$ cat src/mfm_pkg.sv
`default_nettype none

package mfm_pkg;

	localparam int TICK_WIDTH_DEF = 16;

	// fault flag bit positions
	localparam int FLAG_W  = 5;
	localparam int FLAG_OC = 0;
	localparam int FLAG_OV = 1;
	localparam int FLAG_UV = 2;
	localparam int FLAG_OL = 3;
	localparam int FLAG_HT = 4;

	localparam int CFG_IDX_W  = 3;
	localparam int CFG_DATA_W = 16;

	typedef enum logic [1:0] {
		FUNC_COMMUTE = 2'd0,
		FUNC_FAST    = 2'd1,
		FUNC_SLOW    = 2'd2,
		FUNC_CLEAR   = 2'd3
	} func_t;

	typedef enum logic [CFG_IDX_W-1:0] {
		REG_BLANKING     = 3'd0,
		REG_OVER_VOLT    = 3'd1,
		REG_UNDER_VOLT   = 3'd2,
		REG_OVERLOAD     = 3'd3,
		REG_FILTER_SHIFT = 3'd4,
		REG_HALL_TIMEOUT = 3'd5
	} reg_idx_t;

	localparam logic [15:0] BLANKING_RST     = 16'd3;
	localparam logic [15:0] OVER_VOLT_RST    = 16'd32000;
	localparam logic [15:0] UNDER_VOLT_RST   = 16'd18000;
	localparam logic [15:0] OVERLOAD_RST     = 16'd1500;
	localparam logic [3:0]  FILTER_SHIFT_RST = 4'd7;
	localparam logic [15:0] HALL_TIMEOUT_RST = 16'd500;

	typedef struct packed {
		logic [15:0] blank_window;
		logic [15:0] over_voltage_mv;
		logic [15:0] under_voltage_mv;
		logic [15:0] overload_limit_ma;
		logic [3:0]  filter_shift;
		logic [15:0] hall_limit;
	} cfg_t;

	// input item without the tick, whose width follows the parameter
	typedef struct packed {
		func_t              func;
		logic               phase_over;
		logic               bus_over;
		logic [15:0]        vbus_mv;
		logic signed [15:0] ibus_ma;
		logic [15:0]        hall_age;
		logic               running;
		logic [FLAG_W-1:0]  clear_mask;
	} item_t;

	// first member is the MSB: fault_flags lands in the low bits
	typedef struct packed {
		logic [15:0]       filtered_current;
		logic              gate_off;
		logic              any_fault;
		logic [FLAG_W-1:0] fault_flags;
	} result_t;

	localparam int RES_W = $bits(result_t);
	localparam int OUT_W = ((RES_W + 7) / 8) * 8;

endpackage

`default_nettype wire

$ cat src/mfm_cfg_regs.sv
`default_nettype none

module mfm_cfg_regs
	import mfm_pkg::*;
(
	input  wire logic                  clk,
	input  wire logic                  arst_n,
	input  wire logic                  wr_en,
	input  wire logic [CFG_IDX_W-1:0]  wr_index,
	input  wire logic [CFG_DATA_W-1:0] wr_data,
	output cfg_t                       cfg
);

	cfg_t cfg_q;

	always_ff @(posedge clk or negedge arst_n) begin
		if (!arst_n) begin
			cfg_q.blank_window      <= BLANKING_RST;
			cfg_q.over_voltage_mv   <= OVER_VOLT_RST;
			cfg_q.under_voltage_mv  <= UNDER_VOLT_RST;
			cfg_q.overload_limit_ma <= OVERLOAD_RST;
			cfg_q.filter_shift      <= FILTER_SHIFT_RST;
			cfg_q.hall_limit        <= HALL_TIMEOUT_RST;
		end else if (wr_en) begin
			unique case (wr_index)
				REG_BLANKING:     cfg_q.blank_window      <= wr_data;
				REG_OVER_VOLT:    cfg_q.over_voltage_mv   <= wr_data;
				REG_UNDER_VOLT:   cfg_q.under_voltage_mv  <= wr_data;
				REG_OVERLOAD:     cfg_q.overload_limit_ma <= wr_data;
				REG_FILTER_SHIFT: cfg_q.filter_shift      <= wr_data[3:0];
				REG_HALL_TIMEOUT: cfg_q.hall_limit        <= wr_data;
				default: ;
			endcase
		end
	end

	assign cfg = cfg_q;

endmodule

`default_nettype wire

$ cat src/mfm_eval.sv
`default_nettype none

module mfm_eval
	import mfm_pkg::*;
#(
	parameter int TICK_WIDTH = TICK_WIDTH_DEF
) (
	input  wire logic                  clk,
	input  wire logic                  arst_n,
	input  wire logic                  en,
	input  wire item_t                 item,
	input  wire logic [TICK_WIDTH-1:0] tick,
	input  wire cfg_t                  cfg,
	output result_t                    res
);

	localparam int CMP_W = (TICK_WIDTH > 16) ? TICK_WIDTH : 16;

	logic [FLAG_W-1:0]     flags_q;
	logic [TICK_WIDTH-1:0] stamp_q;
	logic [15:0]           filt_q;

	logic [TICK_WIDTH-1:0] age;
	logic                  trip;
	logic signed [16:0]    ibus_ext;
	logic [16:0]           iabs;
	logic signed [17:0]    diff;
	logic signed [17:0]    step;
	logic signed [17:0]    filt_sum;
	logic [15:0]           filt_upd;
	logic [15:0]           filt_next;
	logic [FLAG_W-1:0]     flags_next;

	// wrapping age since the last commutation
	assign age  = tick - stamp_q;
	assign trip = (item.func == FUNC_FAST) &&
		(CMP_W'(age) >= CMP_W'(cfg.blank_window)) &&
		(item.phase_over || item.bus_over);

	// |ibus| fits 17 bits, -32768 maps to 32768
	assign ibus_ext = {item.ibus_ma[15], item.ibus_ma};
	assign iabs     = item.ibus_ma[15] ? 17'(-ibus_ext) : 17'(ibus_ext);
	assign diff     = $signed({1'b0, iabs}) - $signed({2'b00, filt_q});
	assign step     = diff >>> cfg.filter_shift;
	assign filt_sum = $signed({2'b00, filt_q}) + step;
	assign filt_upd = filt_sum[15:0];

	always_comb begin
		flags_next = flags_q;
		filt_next  = filt_q;
		case (item.func)
			FUNC_FAST: begin
				if (trip)
					flags_next[FLAG_OC] = 1'b1;
			end
			FUNC_SLOW: begin
				if (item.vbus_mv > cfg.over_voltage_mv)
					flags_next[FLAG_OV] = 1'b1;
				else if (item.vbus_mv < cfg.under_voltage_mv)
					flags_next[FLAG_UV] = 1'b1;
				filt_next = filt_upd;
				if (filt_upd > cfg.overload_limit_ma)
					flags_next[FLAG_OL] = 1'b1;
				if (item.running && item.hall_age > cfg.hall_limit)
					flags_next[FLAG_HT] = 1'b1;
			end
			FUNC_CLEAR: flags_next = flags_q & ~item.clear_mask;
			default: ;
		endcase
	end

	always_ff @(posedge clk or negedge arst_n) begin
		if (!arst_n) begin
			flags_q <= '0;
			stamp_q <= '0;
			filt_q  <= '0;
		end else if (en) begin
			flags_q <= flags_next;
			filt_q  <= filt_next;
			if (item.func == FUNC_COMMUTE)
				stamp_q <= tick;
		end
	end

	assign res.fault_flags      = flags_next;
	assign res.any_fault        = |flags_next;
	assign res.gate_off         = trip;
	assign res.filtered_current = filt_next;

endmodule

`default_nettype wire

$ cat src/motor_fault_monitor.sv
// A request passes the input register and then the result register on its way to m_tdata.
// Throughput: one request per cycle while m_tready keeps up; the input register and the
// result register let a new request enter while a result waits for m_tready, if the input register is empty.
// The event logic and fault state update sit between those two registers.
// Reset (arst_n low): flags, timestamp and filter clear, registers take defaults.
`default_nettype none

module motor_fault_monitor
	import mfm_pkg::*;
#(
	parameter int TICK_WIDTH = TICK_WIDTH_DEF
) (
	input  wire logic                  clk,
	input  wire logic                  arst_n,
	input  wire logic                  s_tvalid,
	output logic                       s_tready,
	// func, tick, phase_over, bus_over, vbus_mv, ibus_ma, hall_age,
	// running, clear_mask, zero pad
	input  wire logic [((TICK_WIDTH + 58 + 7) / 8) * 8 - 1:0] s_tdata,
	output logic                       m_tvalid,
	input  wire logic                  m_tready,
	// fault_flags, any_fault, gate_off, filtered_current, zero pad
	output logic [OUT_W-1:0]           m_tdata,
	input  wire logic                  cfg_valid,
	output logic                       cfg_ready,
	input  wire logic [CFG_IDX_W-1:0]  cfg_index,
	input  wire logic [CFG_DATA_W-1:0] cfg_data
);

	localparam int OFF_TICK = 2;
	localparam int OFF_PO   = OFF_TICK + TICK_WIDTH;
	localparam int OFF_BO   = OFF_PO + 1;
	localparam int OFF_VBUS = OFF_BO + 1;
	localparam int OFF_IBUS = OFF_VBUS + 16;
	localparam int OFF_HALL = OFF_IBUS + 16;
	localparam int OFF_RUN  = OFF_HALL + 16;
	localparam int OFF_MASK = OFF_RUN + 1;

	cfg_t                  cfg;
	item_t                 item_in;
	item_t                 item_s1;
	logic [TICK_WIDTH-1:0] tick_s1;
	logic                  valid_s1;
	logic                  out_valid_q;
	result_t               res;
	result_t               res_q;
	logic                  out_free;
	logic                  adv;

	assign cfg_ready = 1'b1;

	mfm_cfg_regs u_cfg (
		.clk      (clk),
		.arst_n   (arst_n),
		.wr_en    (cfg_valid),
		.wr_index (cfg_index),
		.wr_data  (cfg_data),
		.cfg      (cfg)
	);

	assign item_in.func       = func_t'(s_tdata[1:0]);
	assign item_in.phase_over = s_tdata[OFF_PO];
	assign item_in.bus_over   = s_tdata[OFF_BO];
	assign item_in.vbus_mv    = s_tdata[OFF_VBUS +: 16];
	assign item_in.ibus_ma    = s_tdata[OFF_IBUS +: 16];
	assign item_in.hall_age   = s_tdata[OFF_HALL +: 16];
	assign item_in.running    = s_tdata[OFF_RUN];
	assign item_in.clear_mask = s_tdata[OFF_MASK +: FLAG_W];

	assign out_free = !out_valid_q || m_tready;
	assign adv      = valid_s1 && out_free;
	assign s_tready = !valid_s1 || out_free;

	always_ff @(posedge clk or negedge arst_n) begin
		if (!arst_n) begin
			valid_s1 <= 1'b0;
		end else if (s_tready) begin
			valid_s1 <= s_tvalid;
		end
	end

	always_ff @(posedge clk) begin
		if (s_tready && s_tvalid) begin
			item_s1 <= item_in;
			tick_s1 <= s_tdata[OFF_TICK +: TICK_WIDTH];
		end
	end

	mfm_eval #(
		.TICK_WIDTH (TICK_WIDTH)
	) u_eval (
		.clk    (clk),
		.arst_n (arst_n),
		.en     (adv),
		.item   (item_s1),
		.tick   (tick_s1),
		.cfg    (cfg),
		.res    (res)
	);

	always_ff @(posedge clk or negedge arst_n) begin
		if (!arst_n) begin
			out_valid_q <= 1'b0;
		end else if (out_free) begin
			out_valid_q <= valid_s1;
		end
	end

	always_ff @(posedge clk) begin
		if (adv)
			res_q <= res;
	end

	assign m_tvalid = out_valid_q;
	assign m_tdata  = OUT_W'(res_q);

	// a trip always leaves over-current latched
	a_gate_sets_oc: assert property (@(posedge clk) disable iff (!arst_n)
		out_valid_q && res_q.gate_off |-> res_q.fault_flags[FLAG_OC])
		else $error("gate_off without over-current flag");

	a_any_fault: assert property (@(posedge clk) disable iff (!arst_n)
		out_valid_q |-> (res_q.any_fault == (res_q.fault_flags != '0)))
		else $error("any_fault disagrees with flags");

	a_filter_range: assert property (@(posedge clk) disable iff (!arst_n)
		out_valid_q |-> (res_q.filtered_current <= 16'd32768))
		else $error("filter out of range");

	// a stalled stage-one request is held, not dropped
	a_s1_hold: assert property (@(posedge clk) disable iff (!arst_n)
		valid_s1 && !out_free |=> valid_s1)
		else $error("stage one request lost");

	a_gate_only_fast: assert property (@(posedge clk) disable iff (!arst_n)
		adv && res.gate_off |-> (item_s1.func == FUNC_FAST))
		else $error("gate_off on non fast check");

endmodule

`default_nettype wire

$ cat config.mk
export PLATFORM = sky130hd
export DESIGN_NAME = motor_fault_monitor
export DESIGN_NICKNAME = d
export VERILOG_FILES = /design/src/mfm_pkg.sv /design/src/mfm_cfg_regs.sv /design/src/mfm_eval.sv /design/src/motor_fault_monitor.sv
export SDC_FILE = /design/constraint.sdc
export NUM_CORES = 1
export LEC_CHECK = 0
export BUFFER_PORTS_ARGS = -buffer_cell sky130_fd_sc_hd__buf_4
export CORE_MARGIN = 8
export CORE_UTILIZATION = 31
export CTS_CLUSTER_SIZE = 40
export DETAILED_ROUTE_END_ITERATION = 6
export GPL_ROUTABILITY_DRIVEN = 0
export MAX_ROUTING_LAYER = met4
export PLACE_DENSITY = 0.57
export SYNTH_ARGS = -nofsm -noshare
export SYNTH_HDL_FRONTEND = slang
export SYNTH_SLANG_ARGS = --single-unit
export TNS_END_PERCENT = 100
$ cat constraint.sdc
create_clock -name clk -period 7.5 [get_ports clk]
set_input_delay 1.5 -clock clk [delete_from_list [all_inputs] [get_ports clk]]
set_output_delay 1.5 -clock clk [all_outputs]
set_load 0.02 [all_outputs]
# Word-level counts from Yosys, hierarchy flattened
# Cells that the tools add are included.
[classes]
addsub = 4
n_lt_le_gt_ge = 5
n_eq_ne = 8
shift = 1
mux = 10
bitwise_logic = 2
reduce_logical = 20
[ops]
columns = ["op", "n"]
rows = [
  ["> comparator 16 bit", 3],
  [">>> shifter 18 x 4 -> 16 bit", 1],
  ["subtractor 17 x 16 -> 18 bit", 1],
  ["two-way mux 17 bit", 1],
  ["negator 16 -> 17 bit", 1],
  ["adder 16 bit", 1],
  ["greater-or-equal comparator 16 bit", 1],
  ["< comparator 16 bit", 1],
  ["two-way mux 16 bit", 1],
  ["subtractor 16 bit", 1],
  ["AND reduction 2 bit", 7],
  ["one-hot mux 4 bit (2 select lines)", 1],
  ["equality test 3 x 2 -> 1 bit (second input constant)", 2],
  ["equality test 3 bit (second input constant)", 2],
  ["two-way mux 1 bit", 6],
  ["bitwise AND 5 bit", 1],
  ["logical AND 1 bit", 5],
  ["inverter 5 bit", 1],
  ["OR reduction 5 bit", 1],
  ["equality test 2 bit (second input constant)", 2],
  ["equality test 3 x 1 -> 1 bit (second input constant)", 1],
  ["zero test 3 bit", 1],
  ["logical OR 1 bit", 3],
  ["equality test 2 x 1 -> 1 bit (second input constant)", 1],
  ["other kinds (3)", 4],
]
[word_totals]
register_bits = 220
output_inout_bits = 27
elab_cells = 74

# Logic depth before layout (Yosys ltp)
# Gate-level depths: netlist of run 1.
[depth]
depth_word = 9
mapped_depth = 35
mapped_depth_nobuf = 34

# By module
# From an unflattened synthesis of run 1, not the netlist that was laid out.
[hier_totals]
cells_unflattened = 1244
area_unflattened_um2 = 13444.1
[by_module_without_submodules]
columns = ["module", "n_inst", "cells_each", "area_per_inst_um2", "seq_area_each_um2"]
rows = [
  ["mfm_eval", 1, 953, 7164.4, 925.9],
  ["mfm_cfg_regs", 1, 182, 3240.6, 2138.3],
  ["motor_fault_monitor", 1, 109, 3039.2, 2962.8],
]

# Worst setup path after synthesis of run 1
# Ideal clock, no wire load.
[synth_timing]
kind = "register -> register"
startpoint = "register item_s1[22] (netlist name)"
endpoint = "register res_q, in the netlist m_tdata[5], data pin"
setup_time_ns = 0.274
arrival_time_ns = 6.906
required_ns = 7.226
slack_ns = 0.320
path_stages_with_launch = 33
n_path_buf = 0
period_less_slack_ns = 7.180
cell_sequence = "edfxtp_1 nor3_1 nand2_1 or3_1 or3_1 o31ai_1 xnor2_1 ha_1 and3_1 and2_0 or4b_4 nand4_2 and2_4 nor2_2 mux2_2 mux4_2 ha_1 o21ai_0 o21ai_0 o211ai_1 a31oi_1 a31o_2 xnor2_1 xnor2_1 ha_1 nand4_1 or4_1 a21oi_1 nor2_1 a21oi_1 a31oi_1 a311oi_1 nand4_1"
[synth_lines]
columns = ["element", "line", "text"]
rows = [
  ["start: declaration", "motor_fault_monitor.sv:41", "item_t item_s1;"],
  ["start signal: assignment", "motor_fault_monitor.sv:84", "item_s1 <= item_in;"],
  ["end signal: assignment", "motor_fault_monitor.sv:111", "res_q <= res;"],
  ["end: declaration", "motor_fault_monitor.sv:46", "result_t res_q;"],
]

==> flow_metrics.tcl, run 1 <==
set metrics [dict create \
    status "finished with violations" \
    violations "setup timing" \
    syn-num-nets 1510 \
    rows 76 \
    m1WireLength_um 15490 \
    cp-end-kind "flop" \
    ys_seq_area_frac 0.4512 \
    grt_max_degree 72 \
    port_buffers 122 \
    worstSetupPathType "flop to flop" \
    n_fill_cell 4166 \
    met3WireLength_um 1430 \
    synth_edf_count 97 \
    die_w_um 223.6 \
    routed_wl_um 35550 \
    ir_drop_mv 0.1998 \
    avgSynthCellArea_um2 10.46 \
    post-dp-hpwl_um 26320 \
    multi_input_area_um2 7052 \
    synth_seq_cells 220 \
    final-setup-viol-count 1 \
    maxSlewViolCount 0 \
    startpoint_type "flop" \
    drt_iter0_drc 515 \
    finish.utilization 0.3991 \
    hold_viol_final 0 \
    min_from "valid_s1" \
    dp_slack_ps -427.4 \
    arrival_ps 7870 \
    rsz0062_at_grt "yes" \
    final.min_clock_period_ps 7575 \
    cts_buffers 26 \
    vias 10230 \
    worst_path_most_repeated_cell "buf_6" \
    clock.fmax_mhz 132.0 \
    async_flop_share 0.5591 \
    relSlewSlack 0.2754 \
    dpl_cell_area_um2 15610 \
    wl_per_cell_um 17.04 \
    viasPerCell 4.904 \
    min_path_type "flop to flop" \
    synthesis.instances 1277 \
    syn_to_final_growth_pct 27.87 \
    holdWs_ps 491.3 \
    fin_ws_ps -74.85 \
    yosysWarningCount 0 \
    cts_buffer_depth 3 \
    worstHoldPathCells 1 \
    power.density_nw_per_um2 449.4 \
    die_h_um 223.6 \
    cts-htree-levels 1 \
    grt_pass1_vias 10530 \
    rr_startpoint "item_s1[23]" \
    met2_length_um 17280 \
    clock-root-buffer "clkbuf_16" \
    ys_types 88 \
    p_leak_nw 7.519 \
    crit_required_ps 7800 \
    top_layer_used "met4" \
    min_period_over_period 1.010 \
    r2r_slack_ps -70 \
    worst_pin_slew_ps 1079 \
    finClkSkew_ps 17.82 \
    dieArea_um2 49980 \
    clock-sinks 220 \
    ios 131 \
    start_util 0.3121 \
    antenna_found_initial 1 \
    whs_endpoint "m_tvalid" \
    cp_max_fo 4 \
    maxCapViolCount 0 \
    drc_errors 0 \
    slowest_delay_ps 530 \
    synth_area_um2 13360 \
    core_um2 42790 \
    drtAntennaViolNets 0 \
    crit_path_top_delay_cell "mux4_2" \
    synthFlopType "edfxtp_1" \
    final_area_um2 17080 \
    clk_pin_slew_worst_paths_ps 60 \
    r2r-end "m_tdata[5]" \
    grt_pass1_wl_um 55880 \
    firstDrtPassIters 4 \
    crit_family "simple AND/OR/NAND/NOR gates" \
    holdBufCountCts 0 \
    grt_util_all_layers 0.1435 \
    fin_nets 1752 \
    grt_overflow 0 \
    worstRegToRegCells 34 \
    cts_tree "yes" \
    ff_latch_area_um2 6027 \
    layout-drive-gt1-share 0.3106 \
    cp_num_buf_inv 5 \
    insertion_delay_ps 560 \
]
[cells by family (layout without fill, tap and decap cells)]
kind of cell,Yosys count,after routing,synth area share
compound gates,315,315,0.1555
simple gates,296,296,0.1074
flops,220,220,0.4512
buf+inv,178,440,0.05124
fa+ha+maj,129,129,0.1225
mux,87,87,0.07878
xor+xnor,50,50,0.03279
other cells,2,3,0.0005623
[how the worst max path moves through the flow]
| stage | from | end | slack [ps] | depth (start not counted) |
|---|---|---|---|---|
| 3_3_place_gp | item_s1[22] | m_tdata[5] | -430 | 35 |
| 3_5_place_dp | item_s1[22] | m_tdata[5] | -430 | 35 |
| 6_report | item_s1[23] | m_tdata[5] | -70 | 34 |
| 5_1_grt | item_s1[23] | m_tdata[5] | -330 | 34 |
| 4_1_cts | item_s1[22] | m_tdata[5] | -10 | 33 |
| 2_1_floorplan | item_s1[22] | m_tdata[5] | 320 | 32 |
[synth_stat cells, drive strengths merged (8+ instances only)]
library cell / n / area (µm²)
mux2i: 14 / 140.1
nor3: 20 / 105.1
clkbuf: 27 / 101.4
a31oi: 10 / 62.56
mux4: 8 / 180.2
nand4: 14 / 93.84
inv: 141 / 529.3
o21a: 16 / 120.1
nand3: 21 / 105.1
nand2: 127 / 484.2
xnor2: 42 / 367.9
o31ai: 12 / 95.09
or3: 10 / 67.56
ha: 126 / 1577
o21bai: 9 / 67.56
buf: 10 / 53.80
a211oi: 10 / 80.07
dfstp: 29 / 762.0
and2: 10 / 66.32
edfxtp: 97 / 2913
dfrtp: 94 / 2352
nor2b: 11 / 68.82
mux2: 65 / 732.0
a21oi: 47 / 242.7
xor2: 8 / 70.07
nor2: 46 / 175.2
a21o: 30 / 225.2
o21ai: 114 / 570.5
nand2b: 16 / 100.1
[state kept, by name, summed over array words and instances (netlist names)]
name	flops
tick_s1	16
m_tdata	23
u_eval.flags_q	5
u_eval.stamp_q	16
u_eval.filt_q	16
valid_s1	1
u_cfg.cfg	84
m_tvalid	1
item_s1	58
[area by class of cell]
class | count | share of cell area
multi-input combinational | 879 | 0.4129
tap | 546 | 0.04000
clock inverter | 12 | 0.008645
sequential | 220 | 0.3529
inverter | 141 | 0.03114
timing repair buffer | 251 | 0.1128
antenna | 1 | 0.0001465
clock buffer | 36 | 0.04147
[worst reg2reg max path, delay by kind of cell, from the launching register on]
| family | cells | cell delay, ps |
|---|---|---|
| compound gates | 9 | 1870 |
| xor+xnor | 4 | 470 |
| fa+ha+maj | 4 | 970 |
| buf+inv | 5 | 590 |
| flops | 1 | 450 |
| mux | 2 | 1050 |
| simple gates | 10 | 1910 |
[routing by layer]
layer	vias up	track usage
li1	5068	-
met1	4870	0.1756
met2	216	0.2392
met3	75	0.01949
met4	0	0.05565
met5	-	-
[cells in the final DEF (no fill, tap or decap), drive strengths merged, types with 4 or more instances in the layout]
cell / netlist / final
buf: 10 / 251
inv: 141 / 141
nand2: 127 / 127
ha: 126 / 126
o21ai: 114 / 114
edfxtp: 97 / 97
dfrtp: 94 / 94
mux2: 65 / 65
a21oi: 47 / 47
nor2: 46 / 46
xnor2: 42 / 42
clkbuf: 27 / 36
a21o: 30 / 30
dfstp: 29 / 29
nand3: 21 / 21
nor3: 20 / 20
o21a: 16 / 16
nand2b: 16 / 16
nand4: 14 / 14
mux2i: 14 / 14
o31ai: 12 / 12
nor2b: 11 / 11
a31oi: 10 / 10
or3: 10 / 10
a211oi: 10 / 10
and2: 10 / 10
clkinv: 0 / 10
o21bai: 9 / 9
xor2: 8 / 8
mux4: 8 / 8
o211ai: 6 / 6
a221o: 6 / 6
a31o: 5 / 5
a21boi: 5 / 5
o31a: 4 / 4
or2: 4 / 4
a2111oi: 4 / 4
[where the power goes]
part	leakage [nW]	switching [mW]	internal, mW	total [mW]
registers	2.38	0.164	1.57	1.73
clock network	0.415	0.524	0.735	1.26
logic	4.72	2.32	2.36	4.68
[through the flow]
step	setup TNS (ps)	power (mW)	instances
global placement	-758.7	5.781	2015
floorplan	0	4.345	1277
global route	-684.6	8.281	2085
finish	-74.85	7.676	2086
CTS	-13.16	7.494	2080
detailed placement	-789.6	5.886	2015
[repair_timing]
action	4_1_cts	5_1_grt
buffers inserted	17	6
gates resized for setup	46	45
endpoints found under the setup margin	3	3
gates cloned	0	0
pin swaps	33	16
Power figures use the tool's default switching activity.
==> run 2, diff against run 1 <==
--- a/config.mk
+++ b/config.mk
@@ -13,6 +13,7 @@
 export GPL_ROUTABILITY_DRIVEN = 0
 export MAX_ROUTING_LAYER = met4
 export PLACE_DENSITY = 0.57
+export RECOVER_POWER = 50
 export SYNTH_ARGS = -nofsm -noshare
 export SYNTH_HDL_FRONTEND = slang
 export SYNTH_SLANG_ARGS = --single-unit
==> run 2 against run 1 <==
The run ends with capacitance limit, slew limit, setup timing left. Clock skew up 3.3 ps. Setup slack better by 4.4 ps. Clock-buffer cell count unchanged. Global-route usage unchanged. Via count down 0.14%. Routed wire length about the same. Fmax about the same. Non-clock buffer count unchanged. Final cell count unchanged. Largest cell class unchanged. Largest power group unchanged. Highest routed layer unchanged.
==> flow_metrics.tcl, run 2 (same netlist as run 1, synthesis figures left out) <==
set metrics [dict create \
    status "finished with violations" \
    violations "capacitance limit, slew limit, setup timing" \
    hold_viol_final 0 \
    routed_wl_um 35520 \
    grt_pass1_wl_um 55880 \
    clock-root-buffer "clkbuf_16" \
    dieArea_um2 49980 \
    vias 10220 \
    dpl_cell_area_um2 15610 \
    cts-htree-levels 1 \
    layout-drive-gt1-share 0.3028 \
    rsz0062_at_grt "yes" \
    layout_common_cells "buf_4, inv_1, nand2_1, ha_1, o21ai_0" \
    largest_reg_flops 84 \
    antenna_found_initial 1 \
    grt_max_degree 72 \
    drtAntennaViolNets 0 \
    worstHoldPathCells 2 \
    rr_startpoint "item_s1[26]" \
    final_area_um2 17030 \
    clock-sinks 220 \
    worstSetupPathType "flop to flop" \
    cp_num_buf_inv 2 \
    grt_overflow 0 \
    wl_per_cell_um 17.03 \
    cp_max_fo 3 \
    final.min_clock_period_ps 7570 \
    grt_pass1_vias 10530 \
    crit_start "item_s1[26]" \
    startpoint_type "flop" \
    die_h_um 223.6 \
    core_um2 42790 \
    holdBufCountCts 0 \
    fin_nets 1752 \
    min_period_over_period 1.009 \
    maxSlewViolCount 126 \
    ios 131 \
    p_int_mw 4.665 \
    crit_required_ps 7800 \
    insertion_delay_ps 570 \
    p_sw_mw 3.010 \
    crit_family "simple AND/OR/NAND/NOR gates" \
    viasPerCell 4.897 \
    post-dp-hpwl_um 26320 \
    p_leak_nw 7.463 \
    finClkSkew_ps 21.13 \
    p_comb_frac 0.610 \
    clock.fmax_mhz 132.1 \
    drc_errors 0 \
    firstDrtPassIters 4 \
    cts_buffers 26 \
    relSlewSlack -1.011 \
    power_frac_clock 0.164 \
    power.density_nw_per_um2 450.6 \
    cts_tree "yes" \
    cp-end-kind "flop" \
    power_mw 7.675 \
    ir_drop_mv 0.2007 \
    maxCapViolCount 2 \
    fin_ws_ps -70.41 \
    layout_commonest_cell "buf_4" \
    cts_buffer_depth 3 \
    worst_pin_slew_ps 3017 \
    grt_util_all_layers 0.1435 \
    die_w_um 223.6 \
    seqPwrFrac 0.226 \
    syn_to_final_growth_pct 27.51 \
    slowest_delay_ps 530 \
    start_util 0.3121 \
    finish.utilization 0.3980 \
    clk_pin_slew_worst_paths_ps 60 \
    port_buffers 122 \
    arrival_ps 7870 \
    crit_path_top_delay_cell "mux4_2" \
    worstRegToRegCells 32 \
    rows 76 \
    drt_iter0_drc 502 \
    p_sw_frac 0.3922 \
    min_from "u_eval.flags_q[4]" \
    worst-path-stages 32 \
    final-setup-viol-count 1 \
    min_path_type "flop to flop" \
]
run 2: changes by cell type in the layout (fill, tap and decap cells not counted), sizes merged:
cell and delta:
buf -81, clkbuf +81
run 2: layout make-up:
cell class	instances	area, µm²
diodes	1	2.502
clock buffers	36	708.2
clock inverters	12	147.6
fillers	4178	25760
inverters	141	531.8
multi-input cells	879	7044
flip-flops and latches	220	6027
well taps	546	683.2
repair buffers	251	1887
run 2: final timing paths:
kind                                endpoint  slack [ps]
min in group asynchronous  u_eval.stamp_q[1]        1930
setup / recovery                  m_tdata[5]         -70
max in group asynchronous      u_cfg.cfg[21]        2530
hold / removal             u_eval.flags_q[4]         490
setup reg to reg                  m_tdata[5]         -70
hold reg to reg            u_eval.flags_q[4]         490
run 2: repair_timing:
item	CTS	global route
pin swaps	33	16
gates resized for setup	46	45
setup buffers	17	6
endpoints found under the setup margin	3	3
run 2: routing by layer:
layer  vias to the layer above  wire length, µm  global-route usage
met1                      4827            15420              0.1756
met2                       242            17250              0.2392
met3                        76             1506             0.01949
li1                       5070                -                   -
met4                         0             1345             0.05565
met5                         -                0                   -
run 2: stage by stage:
step	worst slack, ps	std cells	hold slack, ps	setup TNS, ps
after floorplan	320.4	1277	449.7	0
after global placement	-433.9	2015	465.4	-758.7
after detailed placement	-427.4	2015	475.7	-789.6
after CTS	-13.16	2080	492.0	-13.16
after global routing	-332.0	2085	511.5	-684.6
final	-70.41	2086	494.1	-70.41
run 2: worst min-delay path, cell delays in order (launching register included):
cell and delay [ps]:
dfrtp_1 350, nand2_1 50, o21ai_0 60
run 2: power groups by stage:
stage / Combinational, mW / Clock [mW] / Sequential [mW]
2_1_floorplan: 2.60 / 0 / 1.74
3_3_place_gp: 4.04 / 0 / 1.74
3_5_place_dp: 4.13 / 0 / 1.75
4_1_cts: 4.46 / 1.30 / 1.73
5_1_grt: 5.16 / 1.34 / 1.77
6_report: 4.68 / 1.26 / 1.74
